--- config.mk ---
export PLATFORM = sky130hd
export DESIGN_NAME = dda_line_rasterizer_core
export DESIGN_NICKNAME = d
export VERILOG_FILES = /design/src/rtl/dda_pkg.sv /design/src/rtl/dda_divider.sv /design/src/rtl/dda_line_rasterizer_core.sv
export SDC_FILE = /design/constraint.sdc
export NUM_CORES = 1
export LEC_CHECK = 0
export ABC_AREA = 0
export BUFFER_PORTS_ARGS = -buffer_cell sky130_fd_sc_hd__buf_2
export CAP_MARGIN = 25
export CORE_ASPECT_RATIO = 0.9
export CORE_MARGIN = 8
export CORE_UTILIZATION = 59
export CTS_CLUSTER_DIAMETER = 30
export DETAILED_ROUTE_END_ITERATION = 7
export HOLD_SLACK_MARGIN = 0.06
export PLACE_DENSITY = 0.89
export SKIP_CTS_REPAIR_TIMING = 1
export SYNTH_ARGS = -nofsm -noshare
export SYNTH_HDL_FRONTEND = slang
export SYNTH_SLANG_ARGS = --single-unit
--- constraint.sdc ---
create_clock -name clk -period 17.5 [get_ports clk]
set_input_delay 3.5 -clock clk [delete_from_list [all_inputs] [get_ports clk]]
set_output_delay 3.5 -clock clk [all_outputs]
set_load 0.01 [all_outputs]
--- src/rtl/dda_pkg.sv ---
`timescale 1ns / 1ps
// Shared types and constants for the DDA line rasterizer.
// Used by dda_divider and dda_line_rasterizer_core; depends on nothing.
package dda_pkg;

  // Fixed widths of the interface fields.
  localparam int COORD_W   = 21;
  localparam int LIMIT_W   = 13;
  localparam int COLOUR_W  = 32;
  localparam int CFG_IDX_W = 2;

  // Configuration register indexes.
  localparam logic [CFG_IDX_W-1:0] REG_X_LIMIT = 2'd0;
  localparam logic [CFG_IDX_W-1:0] REG_Y_LIMIT = 2'd1;

  localparam logic [LIMIT_W-1:0] LIMIT_RESET = 13'd1024;

  // Input item actions.
  localparam logic ACT_LOAD = 1'b0;
  localparam logic ACT_STEP = 1'b1;

  // Main sequencer states.
  typedef enum logic [4:0] {
    S_IDLE  = 5'b00001,
    S_DELTA = 5'b00010,
    S_COUNT = 5'b00100,
    S_DIVX  = 5'b01000,
    S_DIVY  = 5'b10000
  } state_t;

  // Status reported by the shared divider.
  typedef struct packed {
    logic busy;
    logic done;
  } div_stat_t;

endpackage

--- src/rtl/dda_divider.sv ---
`timescale 1ns / 1ps
// Shared restoring divider: one quotient bit per cycle, unsigned operands.
// Depends on dda_pkg for its status struct.
module dda_divider #(
  parameter int DVD_W = 30,
  parameter int DVS_W = 14
) (
  input  logic                 clk,
  input  logic                 rst_n,
  input  logic                 start,
  input  logic [DVD_W-1:0]     dividend,
  input  logic [DVS_W-1:0]     divisor,
  output logic [DVD_W-1:0]     quotient,
  output dda_pkg::div_stat_t   stat
);

  localparam int CNT_W = $clog2(DVD_W + 1);

  logic               busy_r;
  logic               done_r;
  logic [CNT_W-1:0]   cnt_r;
  logic [DVS_W-1:0]   rem_r;
  logic [DVD_W-1:0]   quo_r;
  logic [DVS_W-1:0]   dvs_r;

  logic [DVS_W:0]     shifted;
  logic [DVS_W+1:0]   diff;
  logic               fits;

  // Bring down the next dividend bit and try to subtract the divisor.
  assign shifted = {rem_r, quo_r[DVD_W-1]};
  assign diff    = {1'b0, shifted} - {2'b00, dvs_r};
  assign fits    = !diff[DVS_W+1];

  always_ff @(posedge clk) begin
    if (!rst_n) begin
      busy_r <= 1'b0;
      done_r <= 1'b0;
      cnt_r  <= '0;
    end else begin
      done_r <= 1'b0;
      if (start) begin
        busy_r <= 1'b1;
        cnt_r  <= CNT_W'(DVD_W);
      end else if (busy_r) begin
        cnt_r <= cnt_r - 1'b1;
        if (cnt_r == CNT_W'(1)) begin
          busy_r <= 1'b0;
          done_r <= 1'b1;
        end
      end
    end
  end

  always_ff @(posedge clk) begin
    if (start) begin
      rem_r <= '0;
      quo_r <= dividend;
      dvs_r <= divisor;
    end else if (busy_r) begin
      rem_r <= fits ? diff[DVS_W-1:0] : shifted[DVS_W-1:0];
      quo_r <= {quo_r[DVD_W-2:0], fits};
    end
  end

  assign quotient  = quo_r;
  assign stat.busy = busy_r;
  assign stat.done = done_r;

endmodule

--- src/rtl/dda_line_rasterizer_core.sv ---
`timescale 1ns / 1ps
// Top level of the DDA line rasterizer: load sequencer, stepping datapath,
// bounds registers and output register. Depends on dda_pkg and dda_divider.
//
// Usage: every transfer on the input channel returns exactly one transfer on
// the output channel. A load item (action 0) sets up a line from its start
// and end points and colour; a step item (action 1) returns the current
// pixel and advances along the line. line_done is 1 once the line is over,
// or on any step while no line is active.
// Load sequence: capture the item, form the deltas, find the step count,
// then run two passes of the shared divider, the x increment first and
// then the y increment. A line with a zero step count skips the divider
// and returns its result once the step count is found.
// Step items can follow back to back while the output is not stalled,
// set by the single add-and-compare stage that advances the position.
// The output register holds one result; while it is full and out_stall is
// high the block stalls its input. Configuration writes land at once and
// should only be issued while the block is idle.
// Reset (synchronous, active low) clears the sequencer, the active line and
// the output register, and sets both limits to 1024.
module dda_line_rasterizer_core #(
  parameter int COORD_INT_BITS = 12,
  parameter int IN_FRAC_BITS   = 8,
  parameter int STEP_FRAC_BITS = 16
) (
  input  logic                                  clk,
  input  logic                                  rst_n,
  // Configuration write port
  input  logic                                  cfg_wen,
  input  logic [dda_pkg::CFG_IDX_W-1:0]         cfg_index,
  input  logic [dda_pkg::LIMIT_W-1:0]           cfg_wdata,
  // Input channel
  input  logic                                  in_valid,
  output logic                                  in_stall,
  input  logic                                  in_action,
  input  logic signed [dda_pkg::COORD_W-1:0]    in_x_start,
  input  logic signed [dda_pkg::COORD_W-1:0]    in_y_start,
  input  logic signed [dda_pkg::COORD_W-1:0]    in_x_end,
  input  logic signed [dda_pkg::COORD_W-1:0]    in_y_end,
  input  logic [dda_pkg::COLOUR_W-1:0]          in_colour,
  // Result channel
  output logic                                  out_valid,
  input  logic                                  out_stall,
  output logic [COORD_INT_BITS-1:0]             out_pixel_x,
  output logic [COORD_INT_BITS-1:0]             out_pixel_y,
  output logic [dda_pkg::COLOUR_W-1:0]          out_pixel_colour,
  output logic                                  out_pixel_valid,
  output logic                                  out_line_done
);

  localparam int COORD_W = dda_pkg::COORD_W;
  localparam int LIMIT_W = dda_pkg::LIMIT_W;
  localparam int S       = STEP_FRAC_BITS;
  localparam int C       = COORD_INT_BITS;

  // Scaling between input and step formats: one of these is zero.
  localparam int UP = (STEP_FRAC_BITS >= IN_FRAC_BITS) ? STEP_FRAC_BITS - IN_FRAC_BITS : 0;
  localparam int DN = (IN_FRAC_BITS > STEP_FRAC_BITS) ? IN_FRAC_BITS - STEP_FRAC_BITS : 0;

  localparam int DEL_W   = COORD_W + 1;          // end minus start
  localparam int MAG_W   = DEL_W + UP;           // scaled delta magnitude
  localparam int N_W     = DEL_W - IN_FRAC_BITS; // step count
  localparam int POS_A   = COORD_W + UP + 1;
  localparam int POS_B   = S + C + 1;
  localparam int POS_W   = (POS_A > POS_B) ? POS_A : POS_B;
  localparam int REM_W   = POS_W + 1;            // position minus end point
  localparam int INC_W   = S + 2;                // |increment| < 2 pixels
  localparam int IPART_W = POS_W - S;
  localparam int CMP_W   = (IPART_W > LIMIT_W) ? IPART_W : LIMIT_W;

  // Widen an input coordinate to the step format, truncating toward zero
  // when fraction bits are dropped.
  function automatic logic signed [POS_W-1:0] to_step(
    input logic signed [COORD_W-1:0] v
  );
    logic signed [POS_W-1:0] w;
    logic signed [POS_W-1:0] bias;
    w    = POS_W'(v) <<< UP;
    bias = v[COORD_W-1] ? POS_W'((2 ** DN) - 1) : '0;
    return (w + bias) >>> DN;
  endfunction

  // A pixel is drawn when its position is non-negative and its integer part
  // lies below both the programmed limit and the coordinate range.
  function automatic logic in_bounds(
    input logic signed [POS_W-1:0] pos,
    input logic [LIMIT_W-1:0]      lim
  );
    logic [IPART_W-1:0] ip;
    ip = pos[POS_W-1:S];
    return !pos[POS_W-1] && (CMP_W'(ip) < CMP_W'(lim)) && ((ip >> C) == '0);
  endfunction

  // True when the distance to the end point is under one whole pixel.
  function automatic logic near_end(input logic signed [REM_W-1:0] v);
    logic [REM_W-S-1:0] hi;
    hi = v[REM_W-1:S];
    return (hi == '0) || ((&hi) && (v[S-1:0] != '0));
  endfunction

  dda_pkg::state_t state_r;

  // Configuration
  logic [LIMIT_W-1:0] x_limit_r, y_limit_r;

  // Captured load item
  logic signed [COORD_W-1:0] xs_r, ys_r, xe_r, ye_r;
  logic signed [DEL_W-1:0]   dx_r, dy_r;
  logic [MAG_W-1:0]          magy_sc_r;
  logic                      neg_x_r, neg_y_r;

  // Line state
  logic signed [POS_W-1:0]   cur_x_r, cur_y_r, goal_x_r, goal_y_r;
  logic signed [REM_W-1:0]   rem_x_r, rem_y_r;
  logic signed [INC_W-1:0]   inc_x_r, inc_y_r;
  logic [dda_pkg::COLOUR_W-1:0] line_colour_r;
  logic                      active_r;
  logic [N_W-1:0]            steps_left_r;

  // Output register
  logic                      out_valid_r;
  logic [C-1:0]              out_px_r, out_py_r;
  logic [dda_pkg::COLOUR_W-1:0] out_pc_r;
  logic                      out_pv_r, out_done_r;

  // Handshake
  logic in_accept, out_take, out_free;

  assign out_take  = out_valid_r && !out_stall;
  assign out_free  = !out_valid_r || !out_stall;
  assign in_stall  = (state_r != dda_pkg::S_IDLE) || !out_free;
  assign in_accept = in_valid && !in_stall;

  // Step count: the larger of the truncated absolute deltas.
  logic [DEL_W-1:0] magx, magy;
  logic [N_W-1:0]   nx, ny, n_cnt;
  logic [MAG_W-1:0] magx_sc, magy_sc;

  assign magx    = dx_r[DEL_W-1] ? DEL_W'(-dx_r) : DEL_W'(dx_r);
  assign magy    = dy_r[DEL_W-1] ? DEL_W'(-dy_r) : DEL_W'(dy_r);
  assign nx      = N_W'(magx >> IN_FRAC_BITS);
  assign ny      = N_W'(magy >> IN_FRAC_BITS);
  assign n_cnt   = (nx > ny) ? nx : ny;
  assign magx_sc = (MAG_W'(magx) << UP) >> DN;
  assign magy_sc = (MAG_W'(magy) << UP) >> DN;

  // Shared divider: x increment first, then y with the same step count.
  logic                    div_start;
  logic [MAG_W-1:0]        div_dividend;
  logic [N_W-1:0]          div_divisor;
  logic [MAG_W-1:0]        div_quotient;
  dda_pkg::div_stat_t      div_stat;
  logic signed [INC_W-1:0] div_q;
  logic signed [INC_W-1:0] inc_from_div;

  assign div_start = ((state_r == dda_pkg::S_COUNT) && (n_cnt != '0)) ||
                     ((state_r == dda_pkg::S_DIVX) && div_stat.done);
  assign div_dividend = (state_r == dda_pkg::S_COUNT) ? magx_sc : magy_sc_r;
  assign div_divisor  = (state_r == dda_pkg::S_COUNT) ? n_cnt : steps_left_r;

  dda_divider #(
    .DVD_W (MAG_W),
    .DVS_W (N_W)
  ) u_div (
    .clk      (clk),
    .rst_n    (rst_n),
    .start    (div_start),
    .dividend (div_dividend),
    .divisor  (div_divisor),
    .quotient (div_quotient),
    .stat     (div_stat)
  );

  // The quotient always fits the increment width; the sign follows the delta.
  assign div_q = $signed(div_quotient[INC_W-1:0]);
  assign inc_from_div = ((state_r == dda_pkg::S_DIVX) ? neg_x_r : neg_y_r) ? -div_q : div_q;

  // Stepping datapath: one add per axis for the position and one for the
  // remaining distance, then the end test on the new distance.
  logic                    pix_ok;
  logic signed [POS_W-1:0] cur_x_nxt, cur_y_nxt;
  logic signed [REM_W-1:0] rem_x_nxt, rem_y_nxt;
  logic                    step_end;

  assign pix_ok    = in_bounds(cur_x_r, x_limit_r) && in_bounds(cur_y_r, y_limit_r);
  assign cur_x_nxt = cur_x_r + POS_W'(inc_x_r);
  assign cur_y_nxt = cur_y_r + POS_W'(inc_y_r);
  assign rem_x_nxt = rem_x_r + REM_W'(inc_x_r);
  assign rem_y_nxt = rem_y_r + REM_W'(inc_y_r);
  assign step_end  = (steps_left_r == N_W'(1)) ||
                     (near_end(rem_x_nxt) && near_end(rem_y_nxt));

  // Result selection. A load result carries no pixel; its done flag tells
  // whether the line came out empty.
  logic                         emit;
  logic [C-1:0]                 res_px, res_py;
  logic [dda_pkg::COLOUR_W-1:0] res_pc;
  logic                         res_pv, res_done;

  always_comb begin
    emit     = 1'b0;
    res_px   = '0;
    res_py   = '0;
    res_pc   = '0;
    res_pv   = 1'b0;
    res_done = 1'b1;
    case (state_r)
      dda_pkg::S_IDLE: begin
        if (in_accept && (in_action == dda_pkg::ACT_STEP)) begin
          emit = 1'b1;
          if (active_r) begin
            res_done = step_end;
            if (pix_ok) begin
              res_px = cur_x_r[S +: C];
              res_py = cur_y_r[S +: C];
              res_pc = line_colour_r;
              res_pv = 1'b1;
            end
          end
        end
      end
      dda_pkg::S_COUNT: begin
        emit = (n_cnt == '0);
      end
      dda_pkg::S_DIVY: begin
        emit     = div_stat.done;
        res_done = 1'b0;
      end
      default: begin
        emit = 1'b0;
      end
    endcase
  end

  // Configuration registers; writes to unknown indexes fall away.
  always_ff @(posedge clk) begin
    if (!rst_n) begin
      x_limit_r <= dda_pkg::LIMIT_RESET;
      y_limit_r <= dda_pkg::LIMIT_RESET;
    end else if (cfg_wen) begin
      case (cfg_index)
        dda_pkg::REG_X_LIMIT: x_limit_r <= cfg_wdata;
        dda_pkg::REG_Y_LIMIT: y_limit_r <= cfg_wdata;
        default: begin
        end
      endcase
    end
  end

  // Sequencer and control state.
  always_ff @(posedge clk) begin
    if (!rst_n) begin
      state_r      <= dda_pkg::S_IDLE;
      active_r     <= 1'b0;
      steps_left_r <= '0;
      out_valid_r  <= 1'b0;
    end else begin
      if (emit) begin
        out_valid_r <= 1'b1;
      end else if (out_take) begin
        out_valid_r <= 1'b0;
      end
      case (state_r)
        dda_pkg::S_IDLE: begin
          if (in_accept) begin
            if (in_action == dda_pkg::ACT_LOAD) begin
              state_r <= dda_pkg::S_DELTA;
            end else if (active_r) begin
              steps_left_r <= steps_left_r - 1'b1;
              if (step_end) begin
                active_r <= 1'b0;
              end
            end
          end
        end
        dda_pkg::S_DELTA: begin
          state_r <= dda_pkg::S_COUNT;
        end
        dda_pkg::S_COUNT: begin
          steps_left_r <= n_cnt;
          if (n_cnt == '0) begin
            active_r <= 1'b0;
            state_r  <= dda_pkg::S_IDLE;
          end else begin
            state_r <= dda_pkg::S_DIVX;
          end
        end
        dda_pkg::S_DIVX: begin
          if (div_stat.done) begin
            state_r <= dda_pkg::S_DIVY;
          end
        end
        dda_pkg::S_DIVY: begin
          if (div_stat.done) begin
            active_r <= 1'b1;
            state_r  <= dda_pkg::S_IDLE;
          end
        end
        default: begin
          state_r <= dda_pkg::S_IDLE;
        end
      endcase
    end
  end

  // Line datapath registers.
  always_ff @(posedge clk) begin
    case (state_r)
      dda_pkg::S_IDLE: begin
        if (in_accept) begin
          if (in_action == dda_pkg::ACT_LOAD) begin
            xs_r          <= in_x_start;
            ys_r          <= in_y_start;
            xe_r          <= in_x_end;
            ye_r          <= in_y_end;
            line_colour_r <= in_colour;
          end else if (active_r) begin
            cur_x_r <= cur_x_nxt;
            cur_y_r <= cur_y_nxt;
            rem_x_r <= rem_x_nxt;
            rem_y_r <= rem_y_nxt;
          end
        end
      end
      dda_pkg::S_DELTA: begin
        dx_r     <= DEL_W'(xe_r) - DEL_W'(xs_r);
        dy_r     <= DEL_W'(ye_r) - DEL_W'(ys_r);
        cur_x_r  <= to_step(xs_r);
        cur_y_r  <= to_step(ys_r);
        goal_x_r <= to_step(xe_r);
        goal_y_r <= to_step(ye_r);
      end
      dda_pkg::S_COUNT: begin
        rem_x_r   <= REM_W'(cur_x_r) - REM_W'(goal_x_r);
        rem_y_r   <= REM_W'(cur_y_r) - REM_W'(goal_y_r);
        magy_sc_r <= magy_sc;
        neg_x_r   <= dx_r[DEL_W-1];
        neg_y_r   <= dy_r[DEL_W-1];
        if (n_cnt == '0) begin
          inc_x_r <= '0;
          inc_y_r <= '0;
        end
      end
      dda_pkg::S_DIVX: begin
        if (div_stat.done) begin
          inc_x_r <= inc_from_div;
        end
      end
      dda_pkg::S_DIVY: begin
        if (div_stat.done) begin
          inc_y_r <= inc_from_div;
        end
      end
      default: begin
      end
    endcase
  end

  // Output payload register; loaded only when a result is produced.
  always_ff @(posedge clk) begin
    if (emit) begin
      out_px_r   <= res_px;
      out_py_r   <= res_py;
      out_pc_r   <= res_pc;
      out_pv_r   <= res_pv;
      out_done_r <= res_done;
    end
  end

  assign out_valid        = out_valid_r;
  assign out_pixel_x      = out_px_r;
  assign out_pixel_y      = out_py_r;
  assign out_pixel_colour = out_pc_r;
  assign out_pixel_valid  = out_pv_r;
  assign out_line_done    = out_done_r;

endmodule
## After elaboration in Yosys (flattened, before gate mapping)

Cells that the tools add are included.

- Bitwise gates (word level): 3
- Reduce and logical (&&, ||, !) cells: 57
- $add $sub $neg: 14
- Mux-type cells: 61
- Eq/ne operators: 16
- Magnitude comparators: 3

Operators with widths:

| operator | count |
|---|---|
| 2-to-1 mux 30 bit | 9 |
| 2-to-1 mux 31 bit | 6 |
| one-hot mux 31 bit (2 select lines) | 2 |
| one-hot mux 30 bit (2 select lines) | 2 |
| 2-to-1 mux 14 bit | 6 |
| one-hot mux 18 bit (2 select lines) | 2 |
| adder 31 x 18 -> 31 bit | 2 |
| subtractor 30 x 29 -> 31 bit | 2 |
| adder 30 x 18 -> 30 bit | 2 |
| 2-to-1 mux 18 bit | 3 |
| 2-to-1 mux 22 bit | 2 |
| negation 22 bit | 2 |
| subtractor 21 x 21 -> 22 bit | 2 |
| zero test 14 bit | 3 |
| nonzero test 16 bit | 2 |
| zero test 15 bit | 2 |
| 2-to-1 mux 5 bit | 6 |
| AND reduction 15 bit | 2 |
| less-than comparator 14 x 13 -> 1 bit | 2 |
| one-hot mux 14 bit (2 select lines) | 1 |
| one-hot mux 5 bit (5 select lines) | 1 |
| negation 18 bit | 1 |
| 2-to-1 mux 1 bit | 17 |
| AND reduction 4 bit | 4 |
| other kinds (30) | 71 |

- Output and inout port bits: 60
- Register bits after elaboration: 554

## Longest topological paths before layout

- Depth after elaboration: 11
- Depth in mapped cells: 23

## By module

Synthesis repeated with hierarchy kept, for this count alone.

- Cell total of the unflattened synthesis: 3,279
- Area, all modules: 33,520.9 um^2

Modules (own cells, without submodules):

| module | cells an instance | sequential area each (um^2) | area each (um^2) | instances |
|---|---|---|---|---|
| dda_line_rasterizer_core | 2,988 | 14,213.6 | 30,190.2 | 1 |
| dda_divider | 291 | 1,741.7 | 3,330.7 | 1 |

## Worst setup path before layout

OpenSTA, ideal clock, no wires.

- Path kind: input-to-reg
- Start: input out_stall
- End: register state_r[2]
- Arrival time: 13.098 ns
- Buffers on the path: 0
- Stages on the path: 6
- Path slack: 4.337 ns
- Path through: nand2_1 -> nand2_1 -> nor3b_1 -> nor2_1 -> or3_1 -> nor2_1

- Word-level cells in the longest chain between the ends: 8

RTL lines:

| item | RTL line | RTL |
|---|---|---|
| start, declared | dda_line_rasterizer_core.sv:43 | `input logic out_stall,` |
| zero test 1 bit | dda_line_rasterizer_core.sv:130 | `assign out_free = !out_valid_r \|\| !out_stall;` |
| logical OR 1 bit | dda_line_rasterizer_core.sv:130 |  |
| zero test 1 bit | dda_line_rasterizer_core.sv:131 | `assign in_stall = (state_r != dda_pkg::S_IDLE) \|\| !out_free;` |
| logical OR 1 bit | dda_line_rasterizer_core.sv:131 |  |
| via in_stall | dda_line_rasterizer_core.sv:34 | `output logic in_stall,` |
| zero test 1 bit | dda_line_rasterizer_core.sv:132 | `assign in_accept = in_valid && !in_stall;` |
| logical AND 1 bit | dda_line_rasterizer_core.sv:132 |  |
| != test 2 bit (no line) | -- |  |
| AND reduction 4 bit (no line) | -- |  |
| end signal, assigned | dda_line_rasterizer_core.sv:253 | `state_r <= dda_pkg::S_IDLE;` |
| end signal, assigned | dda_line_rasterizer_core.sv:267 | `state_r <= dda_pkg::S_DELTA;` |
| end signal, assigned | dda_line_rasterizer_core.sv:277 | `state_r <= dda_pkg::S_COUNT;` |
| end, declared | dda_line_rasterizer_core.sv:101 | `dda_pkg::state_t state_r;` |

The timed path passes the listed nets, and every way through them passes these cells.
A chain may end at the register's enable or synchronous reset.

## Worst setup path in the final report

- Start: input out_stall
- End: output in_stall

- Word-level cells in the longest chain between the ends: 4

RTL lines:

| item | RTL line |
|---|---|
| zero test 1 bit | dda_line_rasterizer_core.sv:130 |
| logical OR 1 bit | dda_line_rasterizer_core.sv:130 |
| zero test 1 bit | dda_line_rasterizer_core.sv:131 |
| logical OR 1 bit | dda_line_rasterizer_core.sv:131 |
| end, declared | dda_line_rasterizer_core.sv:34 |

No other way between the ends.

==> metrics.txt <==
Total Wirelength=89.3 mm; Residual DRC=0; Synth Area in Simple Gates=0.147; YS warnings=0; input/output buffers=196; CP max FO=4; crit path DAT=3.99 ns; clk root buf=clkbuf_16; worst slack at placement=10.01 ns; Avg Cell Area, Syn=10.2 µm²; largest net degree at the start of global routing=78; Initial Util=0.592; Synth cell types=86; synth-to-layout area growth=16.4%; Setup-failing EPs final=0; number of synthesized flops with an enable pin=486; Switching Fraction=0.275; ys async rst share=0; global-route wire length before repair=139 mm; CP Capture Type=output port; Die W=264 µm; Ports=197; die area=0.0633 mm²; peak supply drop=126 µV; Final period util=0.428; relative slew slack=0.315; Sw Pwr=1.14 mW; Clock power frac=0.488; cells after synthesis=3,192; Seq cells post-synth=554; global route overflow=0; Fill cells=3,700; RSZ-0062 raised after global routing=false; WL/cell=21.0 µm; post-route ant nets=0; startpoint types=input pin; CTS Buffer Depth=3; XOR/XNOR Fraction of Synth Area=0.0613; worst-skew pair later-pin latency=0.67 ns; largest family of logic cells by synthesized area=compound AO/OA/AOI/OAI gates; Logic pwr share=0.127; Detailed Routing Iterations Pass 1=6; Hold Path Class=reg -> reg; CTS clk-pin slew, worst paths=0.05 ns; CTS Sinks=554; pwr dens=109 mW/mm²; vias in the first global route=25,921; Final min period=7.49 ns; final setup skew=0.0275 ns; Max H-tree Level=3; core area=0.0553 mm²; Synth Area in Compound Gates=0.152; main flop type after synthesis=edfxtp_1; layout net count=3,844; mux contribution to synthesized area=0.00945; commonest cells after routing, fill and taps aside=edfxtp_1 (486), nand2_1 (314), nor2_1 (267); Mapped Nets=3,601; Routability Congestion=0.932; CTS tree=done; register area share after synthesis=0.488; Adder-Cell Fraction of Synth Area=0.106; overall routing resource usage=0.275; Int Power=3.00 mW; 1st-iter DRT viols=2,740; Final Hold Fails=0; critical path class=in -> out; total CTS buffers=110; fraction of layout instances using a drive strength above 1=0.128; max-cap violations=0; final setup margin=10.01 ns; row count=82; most common cell after layout, fill and taps aside=edfxtp_1; leak pwr=15.6 nW; initial antenna violation count=6; HPWL Detailed=61.5 mm; Final Max Slew Viols=0; Required @ worst endpoint=14.00 ns; Die Span Y=239 µm; Final Core Density=0.688; total number of vias=26,353; fmax=0.133 GHz; hold slack=0.456 ns; Slew @ Worst Pin=1.03 ns; status=finished clean; post-DR vias/cell=6.20; Sequential Power Share=0.385; Mapped Area=0.0327 mm²; Total Neg Setup Slack=0 ns
==> power by group through the flow <==
stage               Combinational (mW)  Clock, mW  Sequential, mW
floorplan                        0.355          0            1.62
global placement                 0.492          0            1.61
detailed placement               0.508          0            1.61
CTS                              0.520       2.03            1.59
global route                     0.574       2.08            1.60
finish                           0.527       2.02            1.59
==> worst max-delay path: stages <==
cell	delay [ns]
buf_2	0.09
nand2_1	0.11
nand2_1	0.10
buf_2	0.19
==> per-layer routing <==
metal | part of all wire | global-route usage
met1 | 0.39 | 0.347
met2 | 0.46 | 0.451
met3 | 0.10 | 0.0674
met4 | 0.044 | 0.119
met5 | 0.00069 | 0
==> cell families (layout without fill, tap and decap cells) <==
group                    Yosys count  after routing
AO/OA/AOI/OAI                    795            795
XOR/XNOR                         229            229
adder cells (fa/ha/maj)          272            272
buffers and inverters            313            652
flip-flops                       554            554
multiplexers                      30             30
other                              0              3
AND/OR/NAND/NOR                  999            999
==> state kept, by name, indices dropped and copies added (netlist names), 22 cells and up <==
register	flops
dy_r	22
out_pixel_colour	32
magy_sc_r	22
cur_y_r	30
line_colour_r	32
rem_x_r	31
rem_y_r	31
cur_x_r	30
u_div.quotient	30
dx_r	22
==> area by class of cell <==
cell class | count | area (µm²) | share of cell area
clock inverters | 83 | 782 | 0.0205
clock buffers | 125 | 2840 | 0.0746
well taps | 714 | 893 | 0.0235
multi-input cells | 2325 | 15600 | 0.410
flip-flops and latches | 554 | 16000 | 0.419
inverters | 228 | 861 | 0.0226
repair buffers | 216 | 1130 | 0.0297
diodes | 3 | 7.51 | 0.000197
==> path summary, 6_finish.rpt <==
kind                                                 from                            to  slack (ns)  cells past startpoint
worst min register to register  y_limit_r[7]$_SDFFE_PN0P_     y_limit_r[7]$_SDFFE_PN0P_        0.46                      2
worst max register to register          dx_r[0]$_DFFE_PP_  out_pixel_y[4]$_SDFFCE_PN0P_       10.71                     13
worst max-delay path                            out_stall                      in_stall       10.01                      4
worst min-delay path            y_limit_r[7]$_SDFFE_PN0P_     y_limit_r[7]$_SDFFE_PN0P_        0.46                      2
==> Yosys cell counts (7+ instances only) <==
cell type	n	area, µm²
edfxtp_1	486	14600
nand2_1	316	1190
nor2_1	267	1000
ha_1	263	3290
a21oi_1	249	1250
inv_1	226	848
o21ai_0	191	956
xnor2_1	141	1230
xor2_1	88	771
a21o_1	83	623
and2_1	70	438
dfxtp_1	68	1360
clkbuf_1	67	251
nor3_1	56	280
nand3_1	45	225
nand2b_1	44	275
o31ai_1	33	248
or3_1	32	200
nor2b_1	31	194
o22ai_1	29	181
and3_1	28	175
a21boi_0	26	195
a211oi_1	24	180
mux2i_1	23	230
o211ai_1	23	173
nand4_1	20	125
o21a_1	19	143
o21bai_1	19	143
o41ai_1	15	131
nor4_1	14	87.6
or4_1	13	97.6
or2_2	12	75.1
buf_1	11	41.3
fa_1	9	180
nand3b_1	9	67.6
nor3b_1	9	67.6
a31oi_1	8	50.1
a41oi_1	7	61.3
and4_1	7	61.3
mux2_2	7	78.8
nand4b_1	7	61.3
==> per-stage QoR <==
step | total power [mW] | instances | cell area (µm²)
final | 4.14 | 4248 | 38100
after global placement | 2.10 | 4037 | 34400
after CTS | 4.14 | 4245 | 38100
after detailed placement | 2.12 | 4037 | 34400
after floorplan | 1.97 | 3192 | 32700
after global routing | 4.26 | 4246 | 38100
(Power assumes the default switching activity.)
